--- src/rtl/image_diff_error_accumulator_assert.svh ---
// assertion macros, included by the controller
`ifndef IMAGE_DIFF_ERROR_ACCUMULATOR_ASSERT_SVH
`define IMAGE_DIFF_ERROR_ACCUMULATOR_ASSERT_SVH

// property that must hold at every clock edge out of reset
`define IDEA_ASSERT(lbl, prop, msg) \
  lbl: assert property (@(posedge clk_i) disable iff (!rst_ni) (prop)) else $error(msg);

// antecedent in one cycle implies consequent in the next
`define IDEA_ASSERT_NEXT(lbl, ante, cons, msg) \
  lbl: assert property (@(posedge clk_i) disable iff (!rst_ni) (ante) |=> (cons)) \
    else $error(msg);

`endif

--- src/rtl/idea_pkg.sv ---
package idea_pkg;

  localparam int unsigned ChanW  = 8;
  localparam int unsigned ErrW   = 18;
  localparam int unsigned TotalW = 39;

  // skip thresholds: full scale in l1, 0.999 of full scale in l2
  localparam logic [ErrW-1:0] L1Skip = ErrW'(765);
  localparam logic [ErrW-1:0] L2Skip = ErrW'(194880);

  typedef struct packed {
    logic [ChanW-1:0] ref_red;
    logic [ChanW-1:0] ref_green;
    logic [ChanW-1:0] ref_blue;
    logic [ChanW-1:0] test_red;
    logic [ChanW-1:0] test_green;
    logic [ChanW-1:0] test_blue;
    logic             last_pixel;
  } idea_in_t;

  typedef struct packed {
    logic [ChanW-1:0]  diff_red;
    logic [ChanW-1:0]  diff_green;
    logic [ChanW-1:0]  diff_blue;
    logic [TotalW-1:0] error_total;
    logic [ErrW-1:0]   error_peak;
    logic              image_done;
  } idea_out_t;

  // controller to datapath commands
  typedef struct packed {
    logic load_in;
    logic do_diff;
    logic do_err;
    logic do_acc;
  } idea_cmd_t;

endpackage

--- src/rtl/idea_ctrl.sv ---
module idea_ctrl (
  input  logic               clk_i,
  input  logic               rst_ni,
  input  logic               in_valid_i,
  output logic               in_ready_o,
  output logic               out_valid_o,
  input  logic               out_ready_i,
  output idea_pkg::idea_cmd_t cmd_o
);
  import idea_pkg::*;

  localparam logic [1:0] S_IDLE = 2'd0;
  localparam logic [1:0] S_DIFF = 2'd1;
  localparam logic [1:0] S_ERR  = 2'd2;
  localparam logic [1:0] S_ACC  = 2'd3;

  logic [1:0] state_q, state_d;
  logic       out_valid_q, out_valid_d;
  logic       out_free;

  assign out_free   = !out_valid_q || out_ready_i;
  assign in_ready_o = (state_q == S_IDLE);
  assign out_valid_o = out_valid_q;

  always_comb begin
    state_d     = state_q;
    out_valid_d = out_valid_q;
    cmd_o       = '0;
    if (out_valid_q && out_ready_i) begin
      out_valid_d = 1'b0;
    end
    case (state_q)
      S_IDLE: begin
        if (in_valid_i) begin
          cmd_o.load_in = 1'b1;
          state_d       = S_DIFF;
        end
      end
      S_DIFF: begin
        cmd_o.do_diff = 1'b1;
        state_d       = S_ERR;
      end
      S_ERR: begin
        cmd_o.do_err = 1'b1;
        state_d      = S_ACC;
      end
      S_ACC: begin
        // wait for the output register to free up
        if (out_free) begin
          cmd_o.do_acc = 1'b1;
          out_valid_d  = 1'b1;
          state_d      = S_IDLE;
        end
      end
      default: begin
        state_d = S_IDLE;
      end
    endcase
  end

  always_ff @(posedge clk_i or negedge rst_ni) begin
    if (!rst_ni) begin
      state_q     <= S_IDLE;
      out_valid_q <= 1'b0;
    end else begin
      state_q     <= state_d;
      out_valid_q <= out_valid_d;
    end
  end

`include "image_diff_error_accumulator_assert.svh"

  `IDEA_ASSERT_NEXT(a_accept_starts, in_valid_i && in_ready_o, state_q == S_DIFF, "accept lost")
  `IDEA_ASSERT_NEXT(a_err_to_acc, state_q == S_ERR, state_q == S_ACC, "err stage skipped acc")
  `IDEA_ASSERT(a_acc_needs_room, !cmd_o.do_acc || !out_valid_q || out_ready_i, "result overrun")
  `IDEA_ASSERT_NEXT(a_acc_gives_item, cmd_o.do_acc, out_valid_o && state_q == S_IDLE, "no item")

endmodule

--- src/rtl/idea_dp.sv ---
module idea_dp (
  input  logic                clk_i,
  input  logic                rst_ni,
  input  logic                cfg_valid_i,
  input  logic                cfg_data_i,
  input  idea_pkg::idea_in_t  in_item_i,
  input  idea_pkg::idea_cmd_t cmd_i,
  output idea_pkg::idea_out_t out_item_o
);
  import idea_pkg::*;

  idea_in_t          in_q;
  idea_out_t         out_q;
  logic              mode_q;
  logic [ChanW-1:0]  diff_q [3];
  logic [ChanW-1:0]  diff_d [3];
  logic [ChanW-1:0]  ref_c  [3];
  logic [ChanW-1:0]  test_c [3];
  logic [15:0]       sq     [3];
  logic [ErrW-1:0]   err_q, err_d;
  logic [TotalW-1:0] total_q, total_d, total_sat;
  logic [ErrW-1:0]   peak_q, peak_d, peak_new;
  logic [TotalW:0]   total_sum;
  logic              skip;

  assign ref_c[0]  = in_q.ref_red;
  assign ref_c[1]  = in_q.ref_green;
  assign ref_c[2]  = in_q.ref_blue;
  assign test_c[0] = in_q.test_red;
  assign test_c[1] = in_q.test_green;
  assign test_c[2] = in_q.test_blue;

  // absolute difference, squared and clamped in l2 mode
  always_comb begin
    logic [ChanW-1:0] ad;
    logic [ChanW-1:0] sqs;
    for (int c = 0; c < 3; c++) begin
      ad  = (ref_c[c] > test_c[c]) ? ref_c[c] - test_c[c] : test_c[c] - ref_c[c];
      // a difference of 16 or more squares past 255
      sqs = (ad >= ChanW'(16)) ? {ChanW{1'b1}} : ad[3:0] * ad[3:0];
      diff_d[c] = mode_q ? sqs : ad;
    end
  end

  always_comb begin
    for (int c = 0; c < 3; c++) begin
      sq[c] = diff_q[c] * diff_q[c];
    end
    if (mode_q) begin
      err_d = ErrW'(sq[0]) + ErrW'(sq[1]) + ErrW'(sq[2]);
    end else begin
      err_d = ErrW'(diff_q[0]) + ErrW'(diff_q[1]) + ErrW'(diff_q[2]);
    end
  end

  assign skip      = err_q >= (mode_q ? L2Skip : L1Skip);
  assign total_sum = {1'b0, total_q} + (TotalW+1)'(err_q);
  assign total_sat = total_sum[TotalW] ? {TotalW{1'b1}} : total_sum[TotalW-1:0];
  assign peak_new  = (err_q > peak_q) ? err_q : peak_q;

  always_comb begin
    total_d = total_q;
    peak_d  = peak_q;
    if (cmd_i.do_acc) begin
      if (in_q.last_pixel) begin
        total_d = '0;
        peak_d  = '0;
      end else if (!skip) begin
        total_d = total_sat;
        peak_d  = peak_new;
      end
    end
  end

  always_ff @(posedge clk_i or negedge rst_ni) begin
    if (!rst_ni) begin
      mode_q  <= 1'b0;
      total_q <= '0;
      peak_q  <= '0;
    end else begin
      if (cfg_valid_i) begin
        mode_q <= cfg_data_i;
      end
      total_q <= total_d;
      peak_q  <= peak_d;
    end
  end

  always_ff @(posedge clk_i) begin
    if (cmd_i.load_in) begin
      in_q <= in_item_i;
    end
    if (cmd_i.do_diff) begin
      diff_q <= diff_d;
    end
    if (cmd_i.do_err) begin
      err_q <= err_d;
    end
    if (cmd_i.do_acc) begin
      out_q.diff_red    <= diff_q[0];
      out_q.diff_green  <= diff_q[1];
      out_q.diff_blue   <= diff_q[2];
      out_q.error_total <= skip ? total_q : total_sat;
      out_q.error_peak  <= skip ? peak_q : peak_new;
      out_q.image_done  <= in_q.last_pixel;
    end
  end

  assign out_item_o = out_q;

endmodule

--- src/rtl/image_diff_error_accumulator.sv ---
// channel   dir  handshake                  payload
// cfg       in   cfg_valid_i / cfg_ready_o  cfg_data_i (error_mode, 0 = l1, 1 = l2)
// in        in   in_valid_i / in_ready_o    in_item_i (reference and test pixel, last mark)
// out       out  out_valid_o / out_ready_i  out_item_o (difference pixel, total, peak, done)
//
// each item passes four steps: capture, channel difference, pixel error, accumulate
// the accumulate step is the only stage that waits for a stalled output
// the next item is taken while a finished result waits in the output register
// reset clears the total, the peak, the error mode and all handshake state
// configuration is always ready and is to be written while the block is idle; the block does not enforce this
module image_diff_error_accumulator (
  input  logic                clk_i,
  input  logic                rst_ni,
  input  logic                cfg_valid_i,
  output logic                cfg_ready_o,
  input  logic                cfg_data_i,
  input  logic                in_valid_i,
  output logic                in_ready_o,
  input  idea_pkg::idea_in_t  in_item_i,
  output logic                out_valid_o,
  input  logic                out_ready_i,
  output idea_pkg::idea_out_t out_item_o
);
  import idea_pkg::*;

  idea_cmd_t cmd;

  // mode register takes every write at once
  assign cfg_ready_o = 1'b1;

  // sequencer: one item in flight, output register decoupled
  idea_ctrl u_ctrl (
    .clk_i       (clk_i),
    .rst_ni      (rst_ni),
    .in_valid_i  (in_valid_i),
    .in_ready_o  (in_ready_o),
    .out_valid_o (out_valid_o),
    .out_ready_i (out_ready_i),
    .cmd_o       (cmd)
  );

  // differences, error sum, saturating total and running peak
  idea_dp u_dp (
    .clk_i       (clk_i),
    .rst_ni      (rst_ni),
    .cfg_valid_i (cfg_valid_i),
    .cfg_data_i  (cfg_data_i),
    .in_item_i   (in_item_i),
    .cmd_i       (cmd),
    .out_item_o  (out_item_o)
  );

endmodule

--- config.mk ---
export PLATFORM = sky130hd
export DESIGN_NAME = image_diff_error_accumulator
export DESIGN_NICKNAME = d
export VERILOG_FILES = /design/src/rtl/idea_pkg.sv /design/src/rtl/idea_ctrl.sv /design/src/rtl/idea_dp.sv /design/src/rtl/image_diff_error_accumulator.sv
export VERILOG_INCLUDE_DIRS = /design/src /design/src/rtl
export SDC_FILE = /design/constraint.sdc
export NUM_CORES = 1
export LEC_CHECK = 0
export ABC_CLOCK_PERIOD_IN_PS = 16900
export BUFFER_PORTS_ARGS = -buffer_cell sky130_fd_sc_hd__buf_4
export CAP_MARGIN = 10
export CORE_MARGIN = 2
export CORE_UTILIZATION = 45
export CTS_CLUSTER_DIAMETER = 200
export DETAILED_ROUTE_END_ITERATION = 6
export MAX_ROUTING_LAYER = met4
export SKIP_LAST_GASP = 1
export SLEW_MARGIN = 25
export SYNTH_ARGS = -nofsm -noshare
export SYNTH_HDL_FRONTEND = slang
export SYNTH_SLANG_ARGS = --single-unit
--- constraint.sdc ---
create_clock -name clk_i -period 16.9 [get_ports clk_i]
set_input_delay 2.535 -clock clk_i [delete_from_list [all_inputs] [get_ports clk_i]]
set_output_delay 2.535 -clock clk_i [all_outputs]
set_load 0.02 [all_outputs]
==> results of run 1 <==
==> cell usage after synthesis, drive strengths merged, types with 7 or more instances <==
| library cell | count |
|---|---|
| and3 | 17 |
| nand4 | 19 |
| a31oi | 38 |
| nor3 | 29 |
| a22o | 27 |
| nand3 | 19 |
| nor2b | 22 |
| o21ai | 74 |
| mux2i | 19 |
| xor2 | 39 |
| buf | 25 |
| or3 | 11 |
| dfrtp | 61 |
| o21bai | 12 |
| clkbuf | 29 |
| xnor2 | 61 |
| nand2 | 121 |
| edfxtp | 173 |
| nor4 | 9 |
| a211oi | 7 |
| fa | 129 |
| or2 | 7 |
| a31o | 14 |
| nor2 | 108 |
| o21a | 12 |
| ha | 220 |
| nand2b | 17 |
| and2 | 61 |
| a21oi | 138 |
| inv | 299 |
| and4 | 8 |
| a21o | 47 |
==> sequential cells by signal, summed over array words and instances, names as in the netlist <==
signal and count:
u_dp.out_item_o 82, u_dp.in_q 49, u_dp.diff_q 24, u_dp.err_q 18, u_ctrl.state_q 2, u_dp.peak_q 18
u_ctrl.out_valid_o 1, u_dp.total_q 39, u_dp.mode_q 1
==> layout make-up <==
class,count,area [µm²],area share
diodes,1,2.50,0.000112
clock inverters,11,126,0.00567
flip-flops and latches,234,6720,0.302
repair buffers,147,1100,0.0495
multi-input cells,1360,11600,0.523
clock buffers,41,820,0.0368
well taps,585,732,0.0329
inverters,300,1130,0.0507
==> metrics by stage <==
| stage | instances | cell area, µm² | util | hold WS (ns) | setup slack, ns |
|---|---|---|---|---|---|
| after floorplan | 1948 | 19700 | - | 0.424 | 8.49 |
| after global placement | 2626 | 21300 | 0.494 | 0.482 | 7.92 |
| after detailed placement | 2626 | 21300 | 0.494 | 0.483 | 7.82 |
| after CTS | 2678 | 22300 | 0.516 | 0.501 | 7.77 |
| after global routing | 2678 | 22300 | 0.516 | 0.513 | 7.28 |
| final | 2679 | 22300 | 0.516 | 0.497 | 7.78 |
==> kinds of logic (layout without fill, tap and decap cells) <==
logic type	after synthesis	count (layout)	synth area share
compound gates	428	428	0.142
fa+ha+maj	349	349	0.270
simple gates	458	458	0.121
buf+inv	354	499	0.0693
xor+xnor	100	100	0.0444
flops	234	234	0.341
other cells	1	2	0.000190
mux	24	24	0.0125
==> worst max-delay path, delay by kind of cell (launching register included) <==
kind	cells	cell delay (ns)
XOR/XNOR	1	0.20
multiplexers	1	0.16
adder cells (fa/ha/maj)	12	5.69
AO/OA/AOI/OAI	6	1.58
flip-flops	1	0.60
AND/OR/NAND/NOR	1	0.24
buffers and inverters	7	0.35
==> cell usage in the layout, fill, tap and decap left out, drive strengths merged, types with 41 or more instances in the layout <==
master,instances
nand2,121
xnor2,61
clkbuf,41
a21o,47
a21oi,138
ha,220
o21ai,74
edfxtp,173
nor2,108
and2,61
dfrtp,61
inv,300
fa,129
buf,147
==> metal layers <==
layer  global-route usage  vias up  wire [µm]
met5                    -        -          0
li1                     -     6962          -
met4               0.0484        0       1110
met2                0.352      267      22100
met3               0.0256       69       1610
met1                0.248     6954      19300
==> final timing paths <==
| kind | to | slack [ns] | depth (start not counted) |
|---|---|---|---|
| worst min register to register | u_dp.peak_q[6]$_DFFE_PN0P_ | 0.50 | 1 |
| worst max register to register | u_dp.err_q[17]$_SDFFCE_PN0P_ | 7.78 | 28 |
| worst max-delay path | u_dp.err_q[17]$_SDFFCE_PN0P_ | 7.78 | 28 |
| min in group asynchronous | u_dp.total_q[1]$_DFFE_PN0P_ | 2.07 | 1 |
| max in group asynchronous | u_dp.total_q[27]$_DFFE_PN0P_ | 14.26 | 1 |
| worst min-delay path | u_dp.peak_q[6]$_DFFE_PN0P_ | 0.50 | 1 |
==> out/metrics.cfg, run 1 <==
[critical_path]
path_max_fanout = 11
r2r-start = u_dp.diff_q[22]$_DFFE_PN_
critical_path_class = reg2reg
path_common_cell = fa_1
cp.required_ns = 17.19
crit_path_max_incr_delay_ns = 0.60
critPathLaunchType = flop
worst_ep_arrival_time_ns = 9.41
cp_slowest_cell = edfxtp_1
end_kind = flop
crit_start = u_dp.diff_q[22]$_DFFE_PN_

[layout]
nFillCells = 3965
layout-drive-gt1-share = 0.113
layout.nets = 2475
syn_to_final_growth_pct = 12.9

[grt]
grt_pass1_vias = 14300
track_usage = 0.201
grt_max_degree = 81
antenna_found_initial = 0
grt_pass1_wl_um = 71400
grt_overflow = 0

[floorplanning]
placementRows = 76
die_w_um = 213
initial_utilization = 0.457
core_mm2 = 0.0432
die-height_um = 213
io_pins = 140
dieArea_mm2 = 0.0455

[timing]
setup_tns_ns = 0
post-route-period-util = 0.540
post-route-min-period_ns = 9.12
clock.fmax_mhz = 110
finalSetupViolCount = 0
worst_pin_slew_ns = 1.01
finalMaxSlewViolations = 0
maxSlewHeadroom = 0.325
finClkSkew_ns = 0.0221
rsz0062_at_grt = false
hold_violations = 0

[cts]
clkTransAtPathRegs_ns = 0.06
hold_buffers = 0
numCtsBuffers = 28
root_buffer = clkbuf_16
cts_sinks = 234
cts_tree = yes
ctsHtreeMaxLevel = 1
cts_resized = 0
ctsLongestPathBuffers = 3
cts_setup_buffers = 0
clk_latency_ns = 0.57

[logic_synthesis]
synth_cell_types = 85
synthesis.nets = 2352
ys_seq_area_frac = 0.341
yosysTopAreaCell = edfxtp_1
yosys-top-cells-area = edfxtp_1 (26%), ha_1 (14%), fa_1 (13%), dfrtp_1 (7.7%), inv_1 (5.7%)
ys_ff_latch = 234
syn-instance-count = 1948
synthFlopType = edfxtp_1
yosysTopAreaCellShare = 0.263
async_flop_share = 0.261
syn_area_mm2 = 0.0197
yosysWarnings = 0
synth-edff-count = 173
syn_area_per_cell_um2 = 10.1

[min_path]
hold_path.class = reg2reg
worstHoldStart = u_dp.peak_q[6]$_DFFE_PN0P_

[routing]
drt_iter0_drc = 646
ant_nets = 0
drc = 0
post_drt_via_cell_ratio = 5.32
avgRoutedWirePerCell_um = 16.5
routed-via-count = 14300
firstDrtPassIters = 5
routed_wl_um = 44100

[placement]
place_hpwl_um = 34200
gp_congestion = 0.854
port_buffers = 138

[flow_run]
drv_cap = 0

[run_status]
status = finished clean

Power of run 1 is left out: the tool's default activity adds up to more than one toggle a clock period on the data nets, which glitch-free logic cannot reach.
==> inputs of run 2 (changes only) <==
Settings changed: ABC_AREA set to 1, ABC_CLOCK_PERIOD_IN_PS 16900 to 8750.
Clock period 16.9 ns to 8.75 ns, I/O delays scaled along.
==> run 2 against run 1 <==
Compared with the run above: clock-buffer cell count decreased by 7; worst hold slack gained 0.010 ns; area after synthesis grew 9.4%; cell area rose by 8.8%; critical endpoint is now u_dp.err_q[16]$_SDFFCE_PN0P_; wire length rose by 20%; sequential share of layout area fell by 2.4 points; register-to-register slack got worse by 7.4 ns; critical path type unchanged; flip-flop and latch count is the same; highest routed layer unchanged; worst setup slack lost 7.4 ns; die area up 9.2%.
==> out/metrics.cfg, run 2 <==
[critical_path]
path_max_fanout = 6  ; -5
worst_ep_arrival_time_ns = 8.65  ; -0.76 ns
crit_path_max_incr_delay_ns = 0.55  ; -0.05 ns
r2r-start = u_dp.diff_q[18]$_DFFE_PN_
reg2reg_to = u_dp.err_q[16]$_SDFFCE_PN0P_
cp_slowest_cell = fa_1
reg2reg_depth = 33  ; +18%
setup.worst_path.end = u_dp.err_q[16]$_SDFFCE_PN0P_
end_kind = flop
reg2reg_slack_ns = 0.42  ; -7.35 ns
path_common_cell = fa_1
critPathLaunchType = flop
critical_path_class = reg2reg
crit_start = u_dp.diff_q[18]$_DFFE_PN_
cp.required_ns = 9.08  ; -8.11 ns

[logic_synthesis]
yosysWarnings = 0  ; unchanged
syn_area_mm2 = 0.0216  ; +9.4%
muxShareOfSynthArea = 0.000464  ; -0.0120
synthFlopType = edfxtp_1
synthesis.nets = 3122  ; +33%
synthSimpleGateAreaFrac = 0.231  ; +0.110
async_flop_share = 0.261  ; unchanged
yosysTopAreaCell = edfxtp_1
synth-xor-area-share = 0.0272  ; -0.0172
ys_ff_latch = 234  ; unchanged
syn-instance-count = 2718  ; +40%
synth_common_cells = nand2_1 (717), inv_1 (581), ha_1 (220)
synth-edff-count = 173  ; unchanged
yosysMostFrequentCell = nand2_1
synth_top_family_by_area = adder cells
yosys-top-cells-area = edfxtp_1 (24%), ha_1 (13%), nand2_1 (12%), fa_1 (12%), inv_1 (10%)
yosysTopAreaCellShare = 0.241  ; -0.0226
synthAdderAreaFrac = 0.247  ; -0.0232
syn_area_per_cell_um2 = 7.94  ; -22%
ys_seq_area_frac = 0.311  ; -0.0293
synth_cell_types = 53  ; -38%
synth_compound_area_frac = 0.0666  ; -0.0751

[layout]
largest_reg_flops = 82  ; unchanged
num_antenna_cells = 0  ; -1
nFillCells = 4609  ; +16%
fin_area_mm2 = 0.0242  ; +8.8%
final_cells = 3488  ; +30%
layout_common_cells = nand2_1 (717), inv_1 (579), ha_1 (219), edfxtp_1 (173), buf_4 (162)
syn_to_final_growth_pct = 12.3
layout-drive-gt1-share = 0.0957  ; -0.0170
layout.nets = 3255  ; +32%
final_common_cell = nand2_1

[routing]
routed_wl_um = 52900  ; +20%
drc = 0  ; unchanged
routed-via-count = 17300  ; +21%
firstDrtPassIters = 5  ; unchanged
drt_iter0_drc = 900  ; +39%
avgRoutedWirePerCell_um = 15.2  ; -7.8%
post_drt_via_cell_ratio = 4.96  ; -6.7%
ant_nets = 0  ; unchanged

[grt]
grt_pass1_wl_um = 86500  ; +21%
track_usage = 0.222  ; +0.0202
grt_use_met1 = 0.270  ; +0.0211
grt_pass1_vias = 17500  ; +22%
grt_overflow = 0  ; unchanged
busiest_layer = met2
grt_max_degree = 62  ; -23%
gr-usage-met3 = 0.0363  ; +0.0107
antenna_found_initial = 0  ; unchanged
met2_usage = 0.381  ; +0.0286

[cts]
ctsHtreeMaxLevel = 1  ; unchanged
root_buffer = clkbuf_16
ctsLongestPathBuffers = 3  ; unchanged
numCtsBuffers = 29  ; +3.6%
clk_latency_ns = 0.57  ; about the same
cts_tree = yes
hold_buffers = 0  ; unchanged
cts_sinks = 234  ; unchanged
clkTransAtPathRegs_ns = 0.06  ; about the same

[floorplanning]
io_pins = 140  ; unchanged
die_w_um = 223  ; +4.5%
dieArea_mm2 = 0.0497  ; +9.2%
core_mm2 = 0.0475  ; +10%
placementRows = 80  ; +5.3%
initial_utilization = 0.454  ; -0.00306
die-height_um = 223  ; +4.5%

[placement]
place_hpwl_um = 42300  ; +24%
dp_cells = 3430  ; +31%
gp_congestion = 0.937  ; +9.7%
port_buffers = 138  ; unchanged
dpl_cell_area_mm2 = 0.0233  ; +9.1%

[timing]
post-route-min-period_ns = 8.33  ; -0.795 ns
worst_pin_slew_ns = 0.911  ; -0.0983 ns
finalMaxSlewViolations = 0  ; unchanged
maxSlewHeadroom = 0.391  ; +0.0655
rsz0062_at_grt = true
clock.fmax_mhz = 120  ; +9.5%
finClkSkew_ns = 0.0213  ; -0.000871 ns
post-route-period-util = 0.952  ; +0.412
finalSetupViolCount = 0  ; unchanged
setup_tns_ns = 0  ; unchanged
hold_violations = 0  ; unchanged

[min_path]
hold_path.class = reg2reg

[flow_run]
drv_cap = 0  ; unchanged

[run_status]
status = finished clean

==> run 2: cell count changes in the layout (fill, tap and decap cells not counted), moves of 33 or more <==
cell	previous run	this run
nand2_1	121	717
inv_1	298	579
nand3_1	19	157
a21oi_1	137	96
a21o_1	47	7
a31oi_1	38	4
nand4_1	18	51
==> run 2: how the worst min path moves through the flow <==
stage,start,slack (ns),cells past startpoint,endpoint
final,u_dp.total_q[34]$_DFFE_PN0P_,0.51,2,u_dp.total_q[34]$_DFFE_PN0P_
after detailed placement,u_dp.total_q[34]$_DFFE_PN0P_,0.49,2,u_dp.total_q[34]$_DFFE_PN0P_
after global placement,u_dp.total_q[37]$_DFFE_PN0P_,0.49,2,u_dp.total_q[37]$_DFFE_PN0P_
after floorplan,u_dp.in_q[0]$_DFFE_PP_,0.43,0,u_dp.out_item_o[0]$_DFFE_PP_
after global routing,u_dp.in_q[0]$_DFFE_PP_,0.53,0,u_dp.out_item_o[0]$_DFFE_PP_
after CTS,u_dp.total_q[34]$_DFFE_PN0P_,0.51,2,u_dp.total_q[34]$_DFFE_PN0P_
==> run 2: kinds of logic after synthesis <==
family,after synthesis
flip-flops,234
buffers and inverters,652
AO/OA/AOI/OAI,255
XOR/XNOR,67
adder cells (fa/ha/maj),349
multiplexers,1
AND/OR/NAND/NOR,1159
other,1
==> run 2: through the flow <==
step | util | hold WS, ns | worst slack, ns
finish | 0.510 | 0.508 | 0.424
detailed placement | 0.489 | 0.494 | 0.337
floorplan | - | 0.427 | 0.518
CTS | 0.509 | 0.511 | 0.312
global placement | 0.489 | 0.490 | 0.373
global route | 0.510 | 0.532 | -0.0288
==> run 2: worst max-delay path, delay by kind of cell, from the launching register on <==
family	cells	cell delay (ns)
buffers and inverters	6	0.28
AND/OR/NAND/NOR	10	0.81
AO/OA/AOI/OAI	4	0.68
adder cells (fa/ha/maj)	12	5.70
XOR/XNOR	1	0.17
flip-flops	1	0.44
==> run 2: repair_timing <==
item | 4_1_cts | 5_1_grt
setup buffers | 0 | 5
setup endpoints to repair | 0 | 4
resized for setup | 0 | 6
==> run 2: layout make-up <==
type	instances	area (µm²)	area share
clock buffers	34	744	0.0307
clock inverters	19	173	0.00712
inverters	591	2230	0.0919
multi-input cells	1832	12400	0.511
flip-flops and latches	234	6720	0.277
well taps	615	769	0.0317
repair buffers	163	1230	0.0506
==> run 2: per-layer routing <==
layer	wire, µm	share of wire	vias up
met5	0	0	-
met2	25400	0.48	348
met3	2780	0.052	87
met1	23200	0.44	8093
met4	1550	0.029	0
li1	-	-	8786
Power of run 2 is left out for the same reason.
